$ cat src/rtl/mjdcd_pkg.sv
package mjdcd_pkg;

  // Field widths of the stream payloads
  localparam int unsigned DayW  = 21;
  localparam int unsigned FracW = 32;
  localparam int unsigned InW   = 56;
  localparam int unsigned OutW  = 56;

  // Day-number constants of the Julian-day-to-date method
  localparam logic [21:0] MjdToJdn      = 22'd2400001;
  localparam logic [21:0] GregSwitchJdn = 22'd2299160;
  localparam logic [23:0] GregOffset4   = 24'd7468865;
  localparam logic [21:0] MarchOffset   = 22'd1524;
  localparam logic [28:0] YearOffset100 = 29'd12210;
  localparam logic [13:0] YearBaseLate  = 14'd4716;
  localparam logic [13:0] YearBaseEarly = 14'd4715;

  // Constant divisors and their reciprocals, q0 = (n * Magic) >> Shift
  localparam int unsigned ADiv   = 146097;
  localparam int unsigned AShift = 23;
  localparam int unsigned AMagic = (1 << AShift) / ADiv;
  localparam int unsigned DDiv   = 36525;
  localparam int unsigned DShift = 29;
  localparam int unsigned DMagic = (1 << DShift) / DDiv;
  localparam int unsigned GDiv   = 306001;
  localparam int unsigned GShift = 24;
  localparam int unsigned GMagic = (1 << GShift) / GDiv;

  // Month index codes
  localparam logic [3:0] MonthFeb    = 4'd2;
  localparam logic [3:0] MonthWrapAt = 4'd14;

  // Time of day carried down the date pipeline
  typedef struct packed {
    logic [4:0]  hours;
    logic [5:0]  minutes;
    logic [21:0] seconds_q16;
  } tod_t;

  // floor(306001 * g / 10000): days before month index g
  function automatic logic [8:0] month_base(input logic [3:0] g);
    logic [8:0] r;
    case (g)
      4'd0:    r = 9'd0;
      4'd1:    r = 9'd30;
      4'd2:    r = 9'd61;
      4'd3:    r = 9'd91;
      4'd4:    r = 9'd122;
      4'd5:    r = 9'd153;
      4'd6:    r = 9'd183;
      4'd7:    r = 9'd214;
      4'd8:    r = 9'd244;
      4'd9:    r = 9'd275;
      4'd10:   r = 9'd306;
      4'd11:   r = 9'd336;
      4'd12:   r = 9'd367;
      4'd13:   r = 9'd397;
      4'd14:   r = 9'd428;
      4'd15:   r = 9'd459;
      default: r = 9'd0;
    endcase
    return r;
  endfunction

endpackage

$ cat src/rtl/mjd_to_calendar_date_core.sv
// Throughput: one transaction per cycle unless m_axis_tready stalls the output; each
// constant division is a reciprocal multiply, a remainder stage and a one-step
// correction, so the date path sets the depth.
// Stalls propagate back through a combinational enable chain built from the per-stage valid bits; bubbles are filled.
// Reset (rst_ni low, asynchronous) clears the valid bits only; payload registers hold.
module mjd_to_calendar_date_core (
  input  logic        clk_i,
  input  logic        rst_ni,
  input  logic        s_axis_tvalid,
  output logic        s_axis_tready,
  // [20:0] mjd_day (signed), [52:21] mjd_fraction, [55:53] zero
  input  logic [55:0] s_axis_tdata,
  output logic        m_axis_tvalid,
  input  logic        m_axis_tready,
  // [12:0] year, [16:13] month, [21:17] day_of_month, [26:22] hours,
  // [32:27] minutes, [54:33] seconds_q16, [55] zero
  output logic [55:0] m_axis_tdata
);

  localparam int unsigned NS = 17;

  logic [NS:1]   v_q;
  logic [NS+1:1] en;

  // Stage registers
  logic [21:0] jdn1_q, jdn2_q, jdn3_q, jdn4_q, jdn5_q;
  logic        greg1_q, greg2_q, greg3_q, greg4_q, greg5_q;
  logic [31:0] frac1_q, f1_2_q, f2_3_q;
  logic [4:0]  hr2_q, hr3_q;
  logic [5:0]  min3_q;
  logic [22:0] na2_q, na3_q;
  logic [28:0] pa3_q;
  logic [5:0]  qa4_q, a5_q;
  logic [18:0] ra4_q;
  logic [21:0] c6_q, c7_q, c8_q, c9_q, c10_q, c11_q;
  logic [28:0] nd7_q, nd8_q;
  logic [42:0] pd8_q;
  logic [13:0] qd9_q, d10_q, d11_q, d12_q, d13_q, d14_q, d15_q, d16_q;
  logic [16:0] rd9_q;
  logic [21:0] e11_q;
  logic [9:0]  y12_q, y13_q, y14_q, y15_q, y16_q;
  logic [23:0] ng13_q, ng14_q;
  logic [29:0] pg14_q;
  logic [3:0]  g15_q, g16_q;
  logic [19:0] rg15_q;
  logic [12:0] year17_q;
  logic [3:0]  month17_q;
  logic [4:0]  dom17_q;
  mjdcd_pkg::tod_t tm_q [4:NS];

  // Next values
  logic [21:0] jdn1_d;
  logic        greg1_d;
  logic [22:0] na2_d;
  logic [36:0] t1;
  logic [37:0] t2, t3;
  logic [28:0] pa3_d;
  logic [5:0]  qa4_d, a5_d, adj5;
  logic [22:0] ra4_full;
  logic [18:0] ra4_d;
  logic [21:0] c6_d;
  logic [28:0] nd7_d;
  logic [42:0] pd8_d;
  logic [13:0] qd9_d, d10_d;
  logic [28:0] rd9_full;
  logic [16:0] rd9_d;
  logic [23:0] e_full;
  logic [21:0] e11_d;
  logic [21:0] y_full;
  logic [9:0]  y12_d;
  logic [23:0] ng13_d;
  logic [29:0] pg14_d;
  logic [3:0]  g15_d, g16_d;
  logic [23:0] rg15_full;
  logic [19:0] rg15_d;
  logic [3:0]  month17_d;
  logic [13:0] year_full;
  logic [12:0] year17_d;
  logic [9:0]  dom_full;
  logic [4:0]  dom17_d;
  mjdcd_pkg::tod_t tm4_d;

  // Advance a stage when it is empty or its successor advances
  always_comb begin
    en[NS+1] = m_axis_tready;
    for (int k = NS; k >= 1; k--) begin
      en[k] = !v_q[k] || en[k+1];
    end
  end

  assign s_axis_tready = en[1];

  // Hold valid bits; drop a stage's bit when it empties
  always_ff @(posedge clk_i or negedge rst_ni) begin
    if (!rst_ni) begin
      v_q <= '0;
    end else begin
      if (en[1]) begin
        v_q[1] <= s_axis_tvalid;
      end
      for (int k = 2; k <= NS; k++) begin
        if (en[k]) begin
          v_q[k] <= v_q[k-1];
        end
      end
    end
  end

  // Date path: Julian day number, Gregorian correction, year, month, day
  always_comb begin
    jdn1_d  = {s_axis_tdata[20], s_axis_tdata[20:0]} + mjdcd_pkg::MjdToJdn;
    greg1_d = jdn1_d > mjdcd_pkg::GregSwitchJdn;

    na2_d = 23'({jdn1_q, 2'b00} - mjdcd_pkg::GregOffset4);
    pa3_d = {6'b0, na2_q} * 29'(mjdcd_pkg::AMagic);

    qa4_d    = pa3_q[28:23];
    ra4_full = na3_q - ({17'b0, qa4_d} * 23'(mjdcd_pkg::ADiv));
    ra4_d    = ra4_full[18:0];

    a5_d = qa4_q + {5'b0, (ra4_q >= 19'(mjdcd_pkg::ADiv))};

    adj5 = 6'd1 + a5_q - {2'b0, a5_q[5:2]};
    c6_d = jdn5_q + mjdcd_pkg::MarchOffset + (greg5_q ? {16'b0, adj5} : 22'd0);

    nd7_d = ({7'b0, c6_q} * 29'd100) - mjdcd_pkg::YearOffset100;
    pd8_d = {14'b0, nd7_q} * 43'(mjdcd_pkg::DMagic);

    qd9_d    = pd8_q[42:29];
    rd9_full = nd8_q - ({15'b0, qd9_d} * 29'(mjdcd_pkg::DDiv));
    rd9_d    = rd9_full[16:0];

    d10_d = qd9_q + {13'b0, (rd9_q >= 17'(mjdcd_pkg::DDiv))};

    e_full = {10'b0, d10_q} * 24'd1461;
    e11_d  = e_full[23:2];

    y_full = c11_q - e11_q;
    y12_d  = y_full[9:0];

    ng13_d = {14'b0, y12_q} * 24'd10000;
    pg14_d = {6'b0, ng13_q} * 30'(mjdcd_pkg::GMagic);

    g15_d     = pg14_q[27:24];
    rg15_full = ng14_q - ({20'b0, g15_d} * 24'(mjdcd_pkg::GDiv));
    rg15_d    = rg15_full[19:0];

    g16_d = g15_q + {3'b0, (rg15_q >= 20'(mjdcd_pkg::GDiv))};

    month17_d = (g16_q < mjdcd_pkg::MonthWrapAt) ? (g16_q - 4'd1) : (g16_q - 4'd13);
    year_full = (month17_d > mjdcd_pkg::MonthFeb) ? (d16_q - mjdcd_pkg::YearBaseLate)
                                                  : (d16_q - mjdcd_pkg::YearBaseEarly);
    year17_d  = year_full[12:0];
    dom_full  = y16_q - {1'b0, mjdcd_pkg::month_base(g16_q)};
    dom17_d   = dom_full[4:0];
  end

  // Time path: peel hours, minutes and seconds off the fraction
  always_comb begin
    t1 = {5'b0, frac1_q} * 37'd24;
    t2 = {6'b0, f1_2_q} * 38'd60;
    t3 = {6'b0, f2_3_q} * 38'd60;
    tm4_d.hours       = hr3_q;
    tm4_d.minutes     = min3_q;
    tm4_d.seconds_q16 = t3[37:16];
  end

  // Payload registers load with their stage
  always_ff @(posedge clk_i) begin
    if (en[1]) begin
      jdn1_q  <= jdn1_d;
      greg1_q <= greg1_d;
      frac1_q <= s_axis_tdata[52:21];
    end
    if (en[2]) begin
      na2_q   <= na2_d;
      jdn2_q  <= jdn1_q;
      greg2_q <= greg1_q;
      hr2_q   <= t1[36:32];
      f1_2_q  <= t1[31:0];
    end
    if (en[3]) begin
      pa3_q   <= pa3_d;
      na3_q   <= na2_q;
      jdn3_q  <= jdn2_q;
      greg3_q <= greg2_q;
      hr3_q   <= hr2_q;
      min3_q  <= t2[37:32];
      f2_3_q  <= t2[31:0];
    end
    if (en[4]) begin
      qa4_q   <= qa4_d;
      ra4_q   <= ra4_d;
      jdn4_q  <= jdn3_q;
      greg4_q <= greg3_q;
      tm_q[4] <= tm4_d;
    end
    if (en[5]) begin
      a5_q    <= a5_d;
      jdn5_q  <= jdn4_q;
      greg5_q <= greg4_q;
    end
    if (en[6]) begin
      c6_q <= c6_d;
    end
    if (en[7]) begin
      nd7_q <= nd7_d;
      c7_q  <= c6_q;
    end
    if (en[8]) begin
      pd8_q <= pd8_d;
      nd8_q <= nd7_q;
      c8_q  <= c7_q;
    end
    if (en[9]) begin
      qd9_q <= qd9_d;
      rd9_q <= rd9_d;
      c9_q  <= c8_q;
    end
    if (en[10]) begin
      d10_q <= d10_d;
      c10_q <= c9_q;
    end
    if (en[11]) begin
      e11_q <= e11_d;
      d11_q <= d10_q;
      c11_q <= c10_q;
    end
    if (en[12]) begin
      y12_q <= y12_d;
      d12_q <= d11_q;
    end
    if (en[13]) begin
      ng13_q <= ng13_d;
      y13_q  <= y12_q;
      d13_q  <= d12_q;
    end
    if (en[14]) begin
      pg14_q <= pg14_d;
      ng14_q <= ng13_q;
      y14_q  <= y13_q;
      d14_q  <= d13_q;
    end
    if (en[15]) begin
      g15_q  <= g15_d;
      rg15_q <= rg15_d;
      y15_q  <= y14_q;
      d15_q  <= d14_q;
    end
    if (en[16]) begin
      g16_q <= g16_d;
      y16_q <= y15_q;
      d16_q <= d15_q;
    end
    if (en[17]) begin
      year17_q  <= year17_d;
      month17_q <= month17_d;
      dom17_q   <= dom17_d;
    end
    for (int k = 5; k <= NS; k++) begin
      if (en[k]) begin
        tm_q[k] <= tm_q[k-1];
      end
    end
  end

  // Present the last stage as the output transaction
  assign m_axis_tvalid = v_q[NS];
  assign m_axis_tdata  = {1'b0, tm_q[NS].seconds_q16, tm_q[NS].minutes, tm_q[NS].hours,
                          dom17_q, month17_q, year17_q};

endmodule
$ cat config.mk
export PLATFORM = sky130hd
export DESIGN_NAME = mjd_to_calendar_date_core
export DESIGN_NICKNAME = d
export VERILOG_FILES = /design/src/rtl/mjdcd_pkg.sv /design/src/rtl/mjd_to_calendar_date_core.sv
export SDC_FILE = /design/constraint.sdc
export NUM_CORES = 2
export LEC_CHECK = 0
export BUFFER_PORTS_ARGS = -buffer_cell sky130_fd_sc_hd__buf_4
export CAP_MARGIN = 20
export CORE_MARGIN = 3
export CORE_UTILIZATION = 55
export DETAILED_ROUTE_END_ITERATION = 12
export GPL_TIMING_DRIVEN = 0
export PLACE_DENSITY_LB_ADDON = 0.08
export SETUP_SLACK_MARGIN = 0.1
export SLEW_MARGIN = 20
export SYNTH_ARGS = -nofsm -noshare
export SYNTH_HDL_FRONTEND = slang
export SYNTH_SLANG_ARGS = --single-unit
$ cat constraint.sdc
create_clock -name clk_i -period 8.9 [get_ports clk_i]
set_input_delay 0.445 -clock clk_i [delete_from_list [all_inputs] [get_ports clk_i]]
set_output_delay 0.445 -clock clk_i [all_outputs]
set_load 0.05 [all_outputs]
==> metrics <==
status finished, final reports clean; area delta synth->final 11.5%; Residual DRC 0; slowest CP cell nor3_1; H-tree levels 3; Total GRT Usage 0.181; crit path launch type register; Core Footprint 119000 µm²; Critical Path Sink Type primary output; Synth area leaders edfxtp_1 (51%), fa_1 (14%), ha_1 (14%), inv_1 (4.9%), xnor2_1 (3.2%); num rows 126; Setup CP Type register to primary output; flops & latches, synth roughly 1100; grt ovf 0; vias 33784; Crit path max-delay family simple AND/OR/NAND/NOR gates; cts bufs inserted 118; Setup Slack @ Placement roughly 2.5 ns; RR Startpoint nd7_q[16]; critical path, cell by cell nand2b_4 > buf_16 > nor2_1 > inv_4 > nor2_1 > and2_1 > inv_4 > buf_16 > nor3_1 > nand3_4 > nor2_1 > nand3_4 > buf_4; HP Class input pin to register; placer's final routability congestion estimate around 0.83; Worst Setup SP v_q[17]; Root Driver clkbuf_16; syn avg cell area 14.0 µm²; ratio of cells with drive above 1 in the final layout 0.0785; largest family of logic cells by synthesized area adder cells; Fmax achieved around 150 MHz; cells after synthesis 4729; Post-synth EDFFs 1126; Critical Path AT 6.33 ns; Post-Synth Simple-Gate Area 0.0434; clock-pin slew on the worst setup and hold paths 0.06 ns; worst-case clock skew roughly 0.043 ns; RSZ-0062 raised after global routing no; antenna viol nets, final 0; register area share after synthesis 0.520; adder-cell share of the synthesized area 0.281; Wirelength per Cell 16.2 µm; max-slew violations 0; TritonRoute pass-1 iters 5; hold_sp s_axis_tdata[19]; detailed router's first-iteration violation count 1353; IO Port Bufs 113; Clock Latency Late Sink 0.72 ns; most frequent cell on the critical path nor2_1; compound-cell area share of the yosys netlist 0.0552; # Post-CTS Setup Buffers 0; Antenna diodes 0; cell taking the most area after synthesis edfxtp_1; area of the die 124000 µm²; Final Critical Period 6.77 ns; largest buffer count on any clock path 3; Async SR Flop Fraction 0.0148; CP Buf/Inv Count 5; DP Wirelength 85500 µm; TritonCTS clock tree yes; Synth Area in XOR/XNOR 0.0442; Final period util 0.761; syn nets around 6000; Sink Count between 1000 and 1500; mux contribution to synthesized area 0.00157; DRT Wirelength 109000 µm; MaxCap Viol Count 0; final instance area 73600 µm²; DP Area 69400 µm²; vias per std cell a little over 5; nets 6279; largest net degree at the start of global routing 63; Ports 118; delay of the slowest critical-path stage 0.73 ns; Yosys Warn Count 0; worst-path fanout max just over 60; Synth Cell Area 66000 µm²; library cells used by synthesis 94; first-pass GRT wire length 180000 µm; R2R Setup Slk 2.54 ns; CP required 8.46 ns; final hold violations 0; Die Y 352 µm; number of antenna violations at the first check in global routing 3; initial core utilization 0.556; Die X approximately 350 µm; dominant synthesized flop cell edfxtp_1; vias in the first global route 35403; Slew HR 0.343; Synth top area share 0.513; setup ws final ~2.1 ns; Worst-Margin Slew slightly below 1 ns; endpoints failing setup 0
area by class of cell:
class | count | area, µm²
clock buffer | 144 | 3050
fill | 9094 | 45000
timing repair buffer | 171 | 1700
clock inverter | 78 | 723
tap | 1600 | 2000
multi-input combinational | 2667 | 28200
inverter | 863 | 3250
sequential | 1148 | 34300
buffer | 51 | 329
final timing paths:
path	cells past startpoint	endpoint
max	13	s_axis_tready
min	2	jdn1_q[19]
max reg2reg	20	pd8_q[41]
min reg2reg	0	tm_q[0][368]
max in group asynchronous	2	v_q[1]
min in group asynchronous	2	v_q[17]
placed cells by master (no fill, tap or decap), drive strengths merged, types with 11 or more instances in the layout:
master / netlist / layout
o21bai: 30 / 30
nor3: 55 / 55
clkinvlp: 0 / 11
or2: 13 / 13
or3: 11 / 11
a21o: 74 / 74
edfxtp: 1126 / 1126
nand2b: 30 / 30
nand2: 124 / 124
dfrtp: 17 / 17
dlygate4sd3: 0 / 37
xnor2: 241 / 241
fa: 471 / 471
xor2: 91 / 91
a31oi: 22 / 22
and2: 15 / 15
inv: 863 / 871
nor2: 154 / 154
a21oi: 160 / 160
and3: 25 / 25
o31ai: 12 / 12
ha: 728 / 728
nand4: 12 / 12
o21a: 38 / 38
nand3: 70 / 70
buf: 37 / 171
a211oi: 17 / 17
clkbuf: 14 / 158
clkinv: 0 / 51
o211ai: 12 / 12
nor2b: 24 / 24
o21ai: 98 / 98
routing by layer:
metal / GRT usage / vias to the layer above / part of all wire
met5: 0 / - / 0.00012
met2: 0.314 / 386 / 0.49
met1: 0.230 / 16322 / 0.44
met4: 0.0734 / 2 / 0.045
met3: 0.0256 / 167 / 0.026
li1: - / 16907 / -
cells in the mapped netlist (7+ instances only):
cell and number:
dfrtp_1 17, o2111ai_1 7, or2_2 12, and2_1 14
o21a_1 38, nand2b_1 30, xor2_1 90, clkbuf_1 14
buf_4 34, o31ai_1 10, fa_1 471, mux2i_1 7
o31a_1 7, edfxtp_1 1126, a211o_1 10, a41oi_1 7
nor2_1 152, nand2_1 124, o21ai_0 88, nand3_1 69
a31oi_1 19, and3_1 25, a21boi_0 8, inv_1 862
a211oi_1 15, ha_1 728, nor2b_1 24, or3_1 11
nor4_1 9, xnor2_1 241, o211ai_1 12, o21ai_1 9
a21oi_1 159, o21bai_1 30, nand4_1 12, a21o_1 74
nor3_1 55
per-stage QoR:
stage	utilization	setup TNS, ns	instances	hold WS (ns)
3_5_place_dp	0.585	0	6463	0.352
6_report	0.620	0	6722	0.0593
2_1_floorplan	-	0	4729	0.149
4_1_cts	0.620	0	6722	0.00147
3_3_place_gp	0.581	-952.04	6442	0.345
5_1_grt	0.620	0	6722	0.0274
kinds of logic after synthesis:
kind of cell | after synthesis
AOI/OAI and AO/OA | 550
xor gates and xnor gates | 332
adders and majority gates | 1199
buffers and inverters | 914
DFF | 1148
muxes | 9
other | 1
and+or+nand+nor | 576
state kept, by name (all words and copies together), names as in the netlist, 22 cells and up, named ones only:
signal,cells
tm_q,462
frac1_q,32
f1_2_q,29
f2_3_q,27
nd7_q,27
c6_q,22
jdn1_q,22
jdn2_q,22
jdn3_q,22
jdn4_q,22
jdn5_q,22
what timing repair did:
action	CTS	global route
hold endpoints to repair	53	0
gates resized for setup	0	0
hold buffers	37	0
Power is not shown: default switching activity piles up to over one toggle a cycle in this logic, so the estimate is an artifact.
